### src/rtl/lss_pkg.sv
// Package with the types and constants of the LIFO stack with sort.
`timescale 1ns / 1ps

package lss_pkg;

  localparam int unsigned StackDepth = 16;
  localparam int unsigned DataW      = 32;
  localparam int unsigned AddrW      = $clog2(StackDepth);
  localparam int unsigned CountW     = $clog2(StackDepth + 1);
  localparam int unsigned DepthW     = 5;

  localparam logic [1:0] OpPush = 2'd0;
  localparam logic [1:0] OpPop  = 2'd1;
  localparam logic [1:0] OpSort = 2'd2;

  localparam logic [1:0] StDone  = 2'd0;
  localparam logic [1:0] StEmpty = 2'd1;
  localparam logic [1:0] StFull  = 2'd2;

  typedef struct packed {
    logic [1:0]              op;
    logic signed [DataW-1:0] push_value;
  } in_t;

  typedef struct packed {
    logic signed [DataW-1:0] pop_value;
    logic [1:0]              status;
    logic [DepthW-1:0]       depth_now;
  } out_t;

endpackage

### src/rtl/lifo_stack_with_sort.sv
// Top level of the LIFO stack of signed 32-bit values with in-place sort.
//
// Input channel: in_valid_i / in_stall_o / in_data_i (op and push_value).
// Output channel: out_valid_o / out_stall_i / out_data_o (pop_value, status,
// depth_now). Every input beat gives exactly one output beat.
// The block works on one item at a time and raises in_stall_o from the cycle
// after a beat is taken until its result has been loaded into the output
// register. Push, an empty pop and the unused op code go straight to the
// response state; a pop that returns a value passes first through the pop
// state, which takes the registered read of the stack memory.
// Sort runs an exchange sort through the single read port of the memory with
// one comparator, and goes straight to the response state when fewer than two
// entries are stored.
// For push the result goes from the response state into the output register once the output is free.
// While the receiver stalls, the result holds in the output register and a
// finished item waits in its last state, so nothing is lost or overwritten.
// Reset empties the stack and clears the output valid signal; the memory contents
// are not cleared, since only entries below the fill count are ever used.
`timescale 1ns / 1ps

module lifo_stack_with_sort import lss_pkg::*; (
  input  logic clk_i,
  input  logic rst_ni,
  input  logic in_valid_i,
  output logic in_stall_o,
  input  in_t  in_data_i,
  output logic out_valid_o,
  input  logic out_stall_i,
  output out_t out_data_o
);

  localparam logic [2:0] SIdle = 3'd0;
  localparam logic [2:0] SPop  = 3'd1;
  localparam logic [2:0] SLdX  = 3'd2;
  localparam logic [2:0] SGetX = 3'd3;
  localparam logic [2:0] SCmp  = 3'd4;
  localparam logic [2:0] SWrX  = 3'd5;
  localparam logic [2:0] SResp = 3'd6;

  logic [2:0]              state_q, state_d;
  logic [CountW-1:0]       count_q, count_d;
  logic [CountW-1:0]       x_q, x_d;
  logic [CountW-1:0]       j_q, j_d;
  logic signed [DataW-1:0] cur_q, cur_d;
  logic signed [DataW-1:0] res_value_q, res_value_d;
  logic [1:0]              res_status_q, res_status_d;
  logic                    out_valid_q;
  out_t                    out_data_q;

  logic                    ram_we;
  logic [AddrW-1:0]        ram_waddr;
  logic [DataW-1:0]        ram_wdata;
  logic [AddrW-1:0]        ram_raddr;
  logic [DataW-1:0]        ram_rdata;

  logic [CountW-1:0]       count_dec;
  logic [CountW-1:0]       j_next;
  logic [CountW-1:0]       x_next2;
  logic                    slot_free;

  assign count_dec = count_q - CountW'(1);
  assign j_next    = j_q + CountW'(1);
  assign x_next2   = x_q + CountW'(2);
  assign slot_free = !out_valid_q || !out_stall_i;

  lss_ram #(
    .Width(DataW),
    .Depth(StackDepth)
  ) u_ram (
    .clk_i  (clk_i),
    .we_i   (ram_we),
    .waddr_i(ram_waddr),
    .wdata_i(ram_wdata),
    .raddr_i(ram_raddr),
    .rdata_o(ram_rdata)
  );

  always_comb begin
    state_d      = state_q;
    count_d      = count_q;
    x_d          = x_q;
    j_d          = j_q;
    cur_d        = cur_q;
    res_value_d  = res_value_q;
    res_status_d = res_status_q;
    ram_we       = 1'b0;
    ram_waddr    = count_q[AddrW-1:0];
    ram_wdata    = in_data_i.push_value;
    ram_raddr    = x_q[AddrW-1:0];

    unique case (state_q)
      SIdle: begin
        if (in_valid_i) begin
          res_value_d  = '0;
          res_status_d = StDone;
          state_d      = SResp;
          unique case (in_data_i.op)
            OpPush: begin
              if (count_q == CountW'(StackDepth)) begin
                res_status_d = StFull;
              end else begin
                ram_we  = 1'b1;
                count_d = count_q + CountW'(1);
              end
            end
            OpPop: begin
              if (count_q == '0) begin
                res_status_d = StEmpty;
              end else begin
                ram_raddr = count_dec[AddrW-1:0];
                count_d   = count_dec;
                state_d   = SPop;
              end
            end
            OpSort: begin
              if (count_q >= CountW'(2)) begin
                x_d     = '0;
                j_d     = CountW'(1);
                state_d = SLdX;
              end
            end
            default: begin
            end
          endcase
        end
      end
      SPop: begin
        res_value_d = $signed(ram_rdata);
        state_d     = SResp;
      end
      SLdX: begin
        // The read of the pivot entry is issued here.
        state_d = SGetX;
      end
      SGetX: begin
        cur_d     = $signed(ram_rdata);
        ram_raddr = j_q[AddrW-1:0];
        state_d   = SCmp;
      end
      SCmp: begin
        // The pivot lives in cur_q; each larger pivot swaps with entry j.
        ram_raddr = j_next[AddrW-1:0];
        if (cur_q > $signed(ram_rdata)) begin
          ram_we    = 1'b1;
          ram_waddr = j_q[AddrW-1:0];
          ram_wdata = cur_q;
          cur_d     = $signed(ram_rdata);
        end
        if (j_next < count_q) begin
          j_d = j_next;
        end else begin
          state_d = SWrX;
        end
      end
      SWrX: begin
        ram_we    = 1'b1;
        ram_waddr = x_q[AddrW-1:0];
        ram_wdata = cur_q;
        if (x_next2 < count_q) begin
          x_d     = x_q + CountW'(1);
          j_d     = x_next2;
          state_d = SLdX;
        end else begin
          state_d = SResp;
        end
      end
      SResp: begin
        if (slot_free) begin
          state_d = SIdle;
        end
      end
      default: begin
        state_d = SIdle;
      end
    endcase
  end

  always_ff @(posedge clk_i or negedge rst_ni) begin
    if (!rst_ni) begin
      state_q     <= SIdle;
      count_q     <= '0;
      out_valid_q <= 1'b0;
    end else begin
      state_q <= state_d;
      count_q <= count_d;
      if (state_q == SResp && slot_free) begin
        out_valid_q <= 1'b1;
      end else if (!out_stall_i) begin
        out_valid_q <= 1'b0;
      end
    end
  end

  always_ff @(posedge clk_i) begin
    x_q          <= x_d;
    j_q          <= j_d;
    cur_q        <= cur_d;
    res_value_q  <= res_value_d;
    res_status_q <= res_status_d;
    if (state_q == SResp && slot_free) begin
      out_data_q.pop_value <= res_value_q;
      out_data_q.status    <= res_status_q;
      out_data_q.depth_now <= DepthW'(count_q);
    end
  end

  assign in_stall_o  = (state_q != SIdle);
  assign out_valid_o = out_valid_q;
  assign out_data_o  = out_data_q;

endmodule

### src/rtl/lss_ram.sv
// Generic single-write, single-read RAM with registered read data.
`timescale 1ns / 1ps

module lss_ram #(
  parameter int unsigned Width = 32,
  parameter int unsigned Depth = 16
) (
  input  logic                     clk_i,
  input  logic                     we_i,
  input  logic [$clog2(Depth)-1:0] waddr_i,
  input  logic [Width-1:0]         wdata_i,
  input  logic [$clog2(Depth)-1:0] raddr_i,
  output logic [Width-1:0]         rdata_o
);

  logic [Width-1:0] mem_q [Depth];

  always_ff @(posedge clk_i) begin
    if (we_i) begin
      mem_q[waddr_i] <= wdata_i;
    end
    rdata_o <= mem_q[raddr_i];
  end

endmodule

### config.mk
export PLATFORM = sky130hd
export DESIGN_NAME = lifo_stack_with_sort
export DESIGN_NICKNAME = d
export VERILOG_FILES = /design/src/rtl/lss_pkg.sv /design/src/rtl/lifo_stack_with_sort.sv /design/src/rtl/lss_ram.sv
export SDC_FILE = /design/constraint.sdc
export NUM_CORES = 1
export LEC_CHECK = 0
export BUFFER_PORTS_ARGS = -buffer_cell sky130_fd_sc_hd__buf_2
export CORE_ASPECT_RATIO = 2
export CORE_UTILIZATION = 62
export CTS_CLUSTER_SIZE = 12
export DETAILED_ROUTE_END_ITERATION = 10
export PLACE_DENSITY = 0.79
export SLEW_MARGIN = 5
export SYNTH_ARGS = -nofsm -noshare
export SYNTH_HDL_FRONTEND = slang
export SYNTH_HIERARCHICAL = 1
export SYNTH_SLANG_ARGS = --single-unit
### constraint.sdc
create_clock -name clk_i -period 7.8 [get_ports clk_i]
set_clock_uncertainty 0.15 [all_clocks]
set_input_delay 0.78 -clock clk_i [delete_from_list [all_inputs] [get_ports clk_i]]
set_output_delay 0.78 -clock clk_i [all_outputs]
set_load 0.01 [all_outputs]
Yosys cells after proc, flatten, opt, wreduce, memory -nomap -nowiden:

Memory sizes are Yosys's and may differ from the RTL's. A register that Yosys moved wholly into a read port is not among the register bits.
Index checks and enable logic that the tools add are counted.

* $add $sub $neg: 5
* order comparisons: 4
* eq/ne operators: 20
* mux-type cells: 46
* reduce and logical (&&, ||, !) cells: 20

Operators with widths (number)
* case mux 32 bit (2 select lines): 3
* two-way mux 32 bit: 3
* two-way mux 5 bit: 11
* greater-than comparator 32 bit: 1
* case mux 3 bit (7 select lines): 1
* case mux 5 bit (2 select lines): 2
* two-way mux 3 bit: 6
* != test 2 bit (second input constant): 9
* two-way mux 4 bit: 4
* adder 5 x 1 -> 5 bit (second input constant): 3
* case mux 5 bit (3 select lines): 1
* case mux 4 bit (3 select lines): 1
* less-than comparator 5 bit: 2
* AND reduction 5 bit: 2
* == test 3 bit (second input constant): 3
* two-way mux 1 bit: 9
* case mux 4 bit (2 select lines): 1
* nonzero test 2 bit: 4
* == test 3 x 2 -> 1 bit (second input constant): 2
* case mux 3 bit (2 select lines): 1
* AND reduction 2 bit: 3
* AND reduction 6 bit: 1
* nonzero test 3 bit: 2
* adder 5 x 2 -> 5 bit (second input constant): 1
* other kinds (17): 19

* bits in registers: 124
* RAM bits: 512
* input bits: 38
* output and inout bits: 41
* memories kept: 1

Memory list
* u_ram.mem_q: depth 16, width 32, rd ports 1, clocked after Yosys merged registers in 1, wr ports 1, line lss_ram.sv:16 `logic [Width-1:0] mem_q [Depth];`

Depth between registers and ports, before layout:

* word-level depth: 7
* depth in mapped cells: 14
* mapped depth without buffers: 12

Hierarchy:

Netlist, hierarchy kept.

Modules (own cells, without submodules)
* lss_ram: instances 1, cells an instance 838, area each 19835.3 um^2, seq. area each 16015.4 um^2
* lifo_stack_with_sort: instances 1, cells an instance 489, area each 6346.1 um^2, seq. area each 3678.5 um^2

Least setup slack after synthesis:

OpenSTA, ideal clock, no wires.

* path type: register to register
* from: register cur_q[31]
* to: memory u_ram.mem_q[0][0] (enable)
* setup time: 0.461 ns
* data arrival time: 5.278 ns
* data required time: 7.189 ns
* path slack: 1.911 ns
* cell stages (with the launch flop): 13
* cell sequence: edfxtp_1 -> ha_1 -> nand4_1 -> or4_1 -> nand2b_1 -> and4_4 -> a211oi_2 -> or2_1 -> buf_6 -> buf_8 -> o21ai_0 -> or3b_2 -> nor3_1

RTL lines
* start, declared: line lifo_stack_with_sort.sv:44 `logic signed [DataW-1:0] cur_q, cur_d;`
* start signal, assigned: line lifo_stack_with_sort.sv:197 `cur_q <= cur_d;`
* greater-than comparator 32 bit: line lifo_stack_with_sort.sv:143 `if (cur_q > $signed(ram_rdata)) begin`
* two-way mux 4 bit: line lifo_stack_with_sort.sv:143
* case mux 4 bit (2 select lines): line lifo_stack_with_sort.sv:91 `unique case (state_q)`
* net ram_waddr[2]: line lifo_stack_with_sort.sv:51 `logic [AddrW-1:0] ram_waddr;`
* end, declared: line lss_ram.sv:16

The timed path passes the listed nets, and every way through them passes these cells.

Worst setup path after layout:

* from: register cur_q[13]
* to: memory u_ram.mem_q[1][31] (enable)

Same word-level chain as after synthesis.

==> PnR_summary.wiki <==
{| class="wikitable"
! Metric !! Value
|-
| Run status || complete, no violations
|-
| Cell count after synthesis || 1327
|-
| Combinational family with the most area after synthesis || multiplexers
|-
| H-Tree Level Count || 3
|-
| Total Nets Final || 1527
|-
| Maximum ir drop on the vdd rail || 0.611 mV
|-
| Final period demand of the worst path || 5870 ps
|-
| Antenna Violating Nets Remaining || 0
|-
| Mean routed wirelength per cell || 29.2 um
|-
| Maxcap violations || 0
|-
| Initial Utilization || 62.7%
|-
| Final number of hold-violating endpoints || 0
|-
| Tot GR Track Use || 28.8%
|-
| Combinational Power Share || 37.9%
|-
| Flop pwr share || 40.4%
|-
| Flip-flop and latch count after synthesis || 668
|-
| Wire length after detailed routing || 59200 um
|-
| Number of enable-type register cells in the synthesized netlist || 627
|-
| DRC violations left || 0
|-
| Die Wd || 147 um
|-
| Synth area leaders || sky130_fd_sc_hd__edfxtp_1, sky130_fd_sc_hd__mux4_2, sky130_fd_sc_hd__dfxtp_1
|-
| Synthesized-area fraction occupied by adder cells || 2.34%
|-
| XOR/XNOR Fraction of Synth Area || 0.502%
|-
| Synth warnings || 6
|-
| FMAX || 0.170 GHz
|-
| Area enclosed by the die boundary || 43100 sq um
|-
| Detailed placer's ending HPWL || 33700 um
|-
| Fin. max-slew vios || 0
|-
| Number of violations reported at the end of detailed-routing iteration 0 || 1302
|-
| Simple logic cell fraction of the synthesized area || 3.58%
|-
| Maximum number of pins on one net before global-route repair || 129
|-
| N_diodes || 0
|-
| Crit path required time || 7910 ps
|-
| Total clock buffers created by CTS || 66
|-
| Data arrival time at the worst-slack endpoint || 5980 ps
|-
| Vias after detailed routing || 13354
|-
| Syn Area/Cell || 19.7 sq um
|-
| Switching power total || 4.71 mW
|-
| Seq/Total Area, Yosys || 75.2%
|-
| Via count of the first global-routing pass || 14270
|-
| TNS Setup || 0 ps
|-
| Share of flip-flops with an asynchronous set or reset after synthesis || 1.35%
|-
| Final core utilization || 70.1%
|-
| Post-Syn Nets || 1414
|-
| Final number of setup-violating endpoints || 0
|-
| Synth-to-Final Area Change || 11.8%
|-
| Port-buffer cells || 78
|-
| Cell with the largest stage delay on the worst path || sky130_fd_sc_hd__nor4_1
|-
| Leading register cell type out of synthesis || sky130_fd_sc_hd__edfxtp_1
|-
| Fraction of post-synthesis cell area in the top cell type by area || 71.9%
|-
| Actual transition at the worst max-transition pin || 1270 ps
|-
| Period utilisation layout || 75.3%
|-
| Number of detailed-routing iterations run before antenna repair || 7
|-
| Final worst slack || 1930 ps
|-
| Cell count of the worst hold path || 0
|-
| Share of power burned in the clock network || 21.7%
|-
| Distinct cell type count of the synthesized netlist || 54
|-
| Core box area || 41800 sq um
|-
| Multiplexer share of the synthesized area || 12.8%
|-
| CTS tree || yes
|-
| Clock Sinks || 668
|-
| Clock root cell || sky130_fd_sc_hd__clkbuf_16
|-
| Switching share of total power || 34.6%
|-
| Final weighted congestion of routability-driven global placement || 0.881
|-
| Clock latency reported for the late side of the worst-skew pair || 580 ps
|-
| Proportion of layout cells with a drive suffix above 1 || 24.7%
|-
| Global route total overflow || 0
|-
| Clock transition at path regs || 60 ps
|-
| Post-placement setup slack || 2220 ps
|-
| Buffer levels on the longest clock path || 3
|-
| Slowest stage delay, CP || 980 ps
|-
| Largest area contributor in the netlist || sky130_fd_sc_hd__edfxtp_1
|-
| Largest fanout of any net on the critical path || 21
|-
| Critical Path End Type || flip-flop
|-
| Class of the tightest hold or removal check || flip-flop to flip-flop
|-
| Number of antenna violations at the first check in global routing || 0
|-
| Cell Pwr Density || 465 nW/um^2
|-
| Global-route wire length before repair || 88100 um
|-
| Number of top-level design ports || 79
|-
| RSZ-0062 raised after global routing || false
|-
| Internal power || 8.89 mW
|-
| Chain of cells forming the critical path || ha_1, nand4_1, nor4_1, a21boi_0, o31ai_1, a211oi_2, or2_2, o21ai_0, nand2b_1, nor2_4, buf_4
|-
| Worst Path Class, Setup || flip-flop to flip-flop
|-
| Number of rows in the core area || 106
|-
| Synthesized area || 26200 sq um
|-
| # Post-CTS Setup Buffers || 0
|-
| Overall die height || 293 um
|-
| Via density || 6.58
|-
| FF-to-FF path depth || 11
|-
| Area fraction in compound gates after synthesis || 3.66%
|-
| Startpoint class of the critical path || flip-flop
|-
| Leakage power of the design || 9.86 nW
|-
| Relative max-transition margin || 15.4%
|}
[logic make-up (layout without fill, tap and decap cells)]
group | count (synthesis) | count (layout)
adders and majority gates | 49 | 49
muxes | 162 | 162
and+or+nand+nor | 189 | 189
xor gates and xnor gates | 15 | 15
AOI/OAI and AO/OA | 138 | 138
DFF | 668 | 668
buffers and inverters | 106 | 269
[cell type report]
cell class | count | area [sq um]
fill | 2506 | 12500
multi-input combinational | 553 | 6130
clock inverter | 4 | 27.5
clock buffer | 114 | 1950
inverter | 47 | 176
tap | 540 | 676
sequential | 668 | 19700
timing repair buffer | 104 | 613
[what timing repair did]
action                                 CTS  global route
endpoints found under the hold margin    9             0
hold buffers                             1             0
resized for setup                        0             0
[worst max-delay path, delay by kind of cell, from the launching register on]
family,cells,cell delay [ps]
fa+ha+maj,1,330
compound gates,4,1360
simple gates,5,2900
buf+inv,1,380
flops,1,410
[per-stage QoR]
stage	area [sq um]	hold slack (ps)	total power, mW	std cells
2_1_floorplan	26200	250	9.04	1327
3_3_place_gp	27300	250	10.5	1911
3_5_place_dp	27300	255	10.6	1911
4_1_cts	29300	269	13.6	2030
5_1_grt	29300	274	14.1	2030
6_report	29300	267	13.6	2030
[Yosys cell counts, types with 5 or more instances]
library cell	number
sky130_fd_sc_hd__a21boi_0	5
sky130_fd_sc_hd__clkbuf_1	29
sky130_fd_sc_hd__buf_4	9
sky130_fd_sc_hd__mux2_2	7
sky130_fd_sc_hd__edfxtp_1	627
sky130_fd_sc_hd__a21oi_1	25
sky130_fd_sc_hd__a22oi_1	69
sky130_fd_sc_hd__nand3_1	10
sky130_fd_sc_hd__buf_1	10
sky130_fd_sc_hd__ha_1	49
sky130_fd_sc_hd__o21ai_0	13
sky130_fd_sc_hd__inv_1	47
sky130_fd_sc_hd__xnor2_1	10
sky130_fd_sc_hd__mux4_2	128
sky130_fd_sc_hd__nor2_1	43
sky130_fd_sc_hd__and2_1	34
sky130_fd_sc_hd__a21o_1	6
sky130_fd_sc_hd__mux2_4	25
sky130_fd_sc_hd__dfxtp_1	32
sky130_fd_sc_hd__nor3_1	13
sky130_fd_sc_hd__nand2b_1	8
sky130_fd_sc_hd__buf_2	7
sky130_fd_sc_hd__dfrtp_1	9
sky130_fd_sc_hd__xor2_1	5
sky130_fd_sc_hd__nand2_1	53
[registers in the layout (all words and copies together), names as in the netlist]
| register | count |
|---|---|
| count_q | 5 |
| cur_q | 32 |
| j_q | 5 |
| out_data_o | 39 |
| out_valid_o | 1 |
| res_status_q | 2 |
| res_value_q | 32 |
| state_q | 3 |
| u_ram/mem_q | 512 |
| u_ram/rdata_o | 32 |
| x_q | 5 |
[cell usage in the layout, fill, tap and decap left out, types with 8 or more instances in the layout]
cell	n
sky130_fd_sc_hd__edfxtp_1	627
sky130_fd_sc_hd__mux4_2	128
sky130_fd_sc_hd__buf_2	78
sky130_fd_sc_hd__clkbuf_16	71
sky130_fd_sc_hd__a22oi_1	69
sky130_fd_sc_hd__nand2_1	53
sky130_fd_sc_hd__ha_1	49
sky130_fd_sc_hd__inv_1	47
sky130_fd_sc_hd__clkbuf_1	42
sky130_fd_sc_hd__and2_1	34
sky130_fd_sc_hd__dfxtp_1	32
sky130_fd_sc_hd__nor2_1	30
sky130_fd_sc_hd__mux2_4	25
sky130_fd_sc_hd__a21oi_1	24
sky130_fd_sc_hd__buf_4	23
sky130_fd_sc_hd__o21ai_0	13
sky130_fd_sc_hd__nor2_4	12
sky130_fd_sc_hd__nand3_1	10
sky130_fd_sc_hd__xnor2_1	10
sky130_fd_sc_hd__dfrtp_1	9
sky130_fd_sc_hd__nor3_1	8
[per-layer routing]
| layer | GRT usage [%] | vias to the layer above | share of wire [%] |
|---|---|---|---|
| met5 | 0 | - | 0 |
| met4 | 14.7 | 0 | 4.9 |
| met3 | 5.31 | 180 | 7.3 |
| met2 | 50.6 | 697 | 54 |
| met1 | 33.6 | 6910 | 34 |
| li1 | - | 5567 | - |
[worst paths after layout]
kind / start / to / slack [ps]
max: cur_q[13]$_DFFE_PP_ / u_ram/mem_q[1][31]$_DFFE_PP_ / 1930
min: res_value_q[4]$_SDFFCE_PN0P_ / out_data_o[11]$_DFFE_PP_ / 270
max reg2reg: cur_q[13]$_DFFE_PP_ / u_ram/mem_q[1][31]$_DFFE_PP_ / 1930
min reg2reg: res_value_q[4]$_SDFFCE_PN0P_ / out_data_o[11]$_DFFE_PP_ / 270
max in group asynchronous: rst_ni / state_q[2]$_DFFE_PN0P_ / 6840
min in group asynchronous: rst_ni / count_q[0]$_DFFE_PN0P_ / 460
[power by group through the flow]
| stage | logic (mW) | clock network [mW] | registers (mW) |
|---|---|---|---|
| 2_1_floorplan | 3.60 | 0 | 5.44 |
| 3_3_place_gp | 4.97 | 0 | 5.49 |
| 3_5_place_dp | 5.08 | 0 | 5.55 |
| 4_1_cts | 5.14 | 2.99 | 5.49 |
| 5_1_grt | 5.47 | 3.12 | 5.55 |
| 6_report | 5.15 | 2.95 | 5.49 |
No activity file was read; power rests on OpenSTA's default activity.
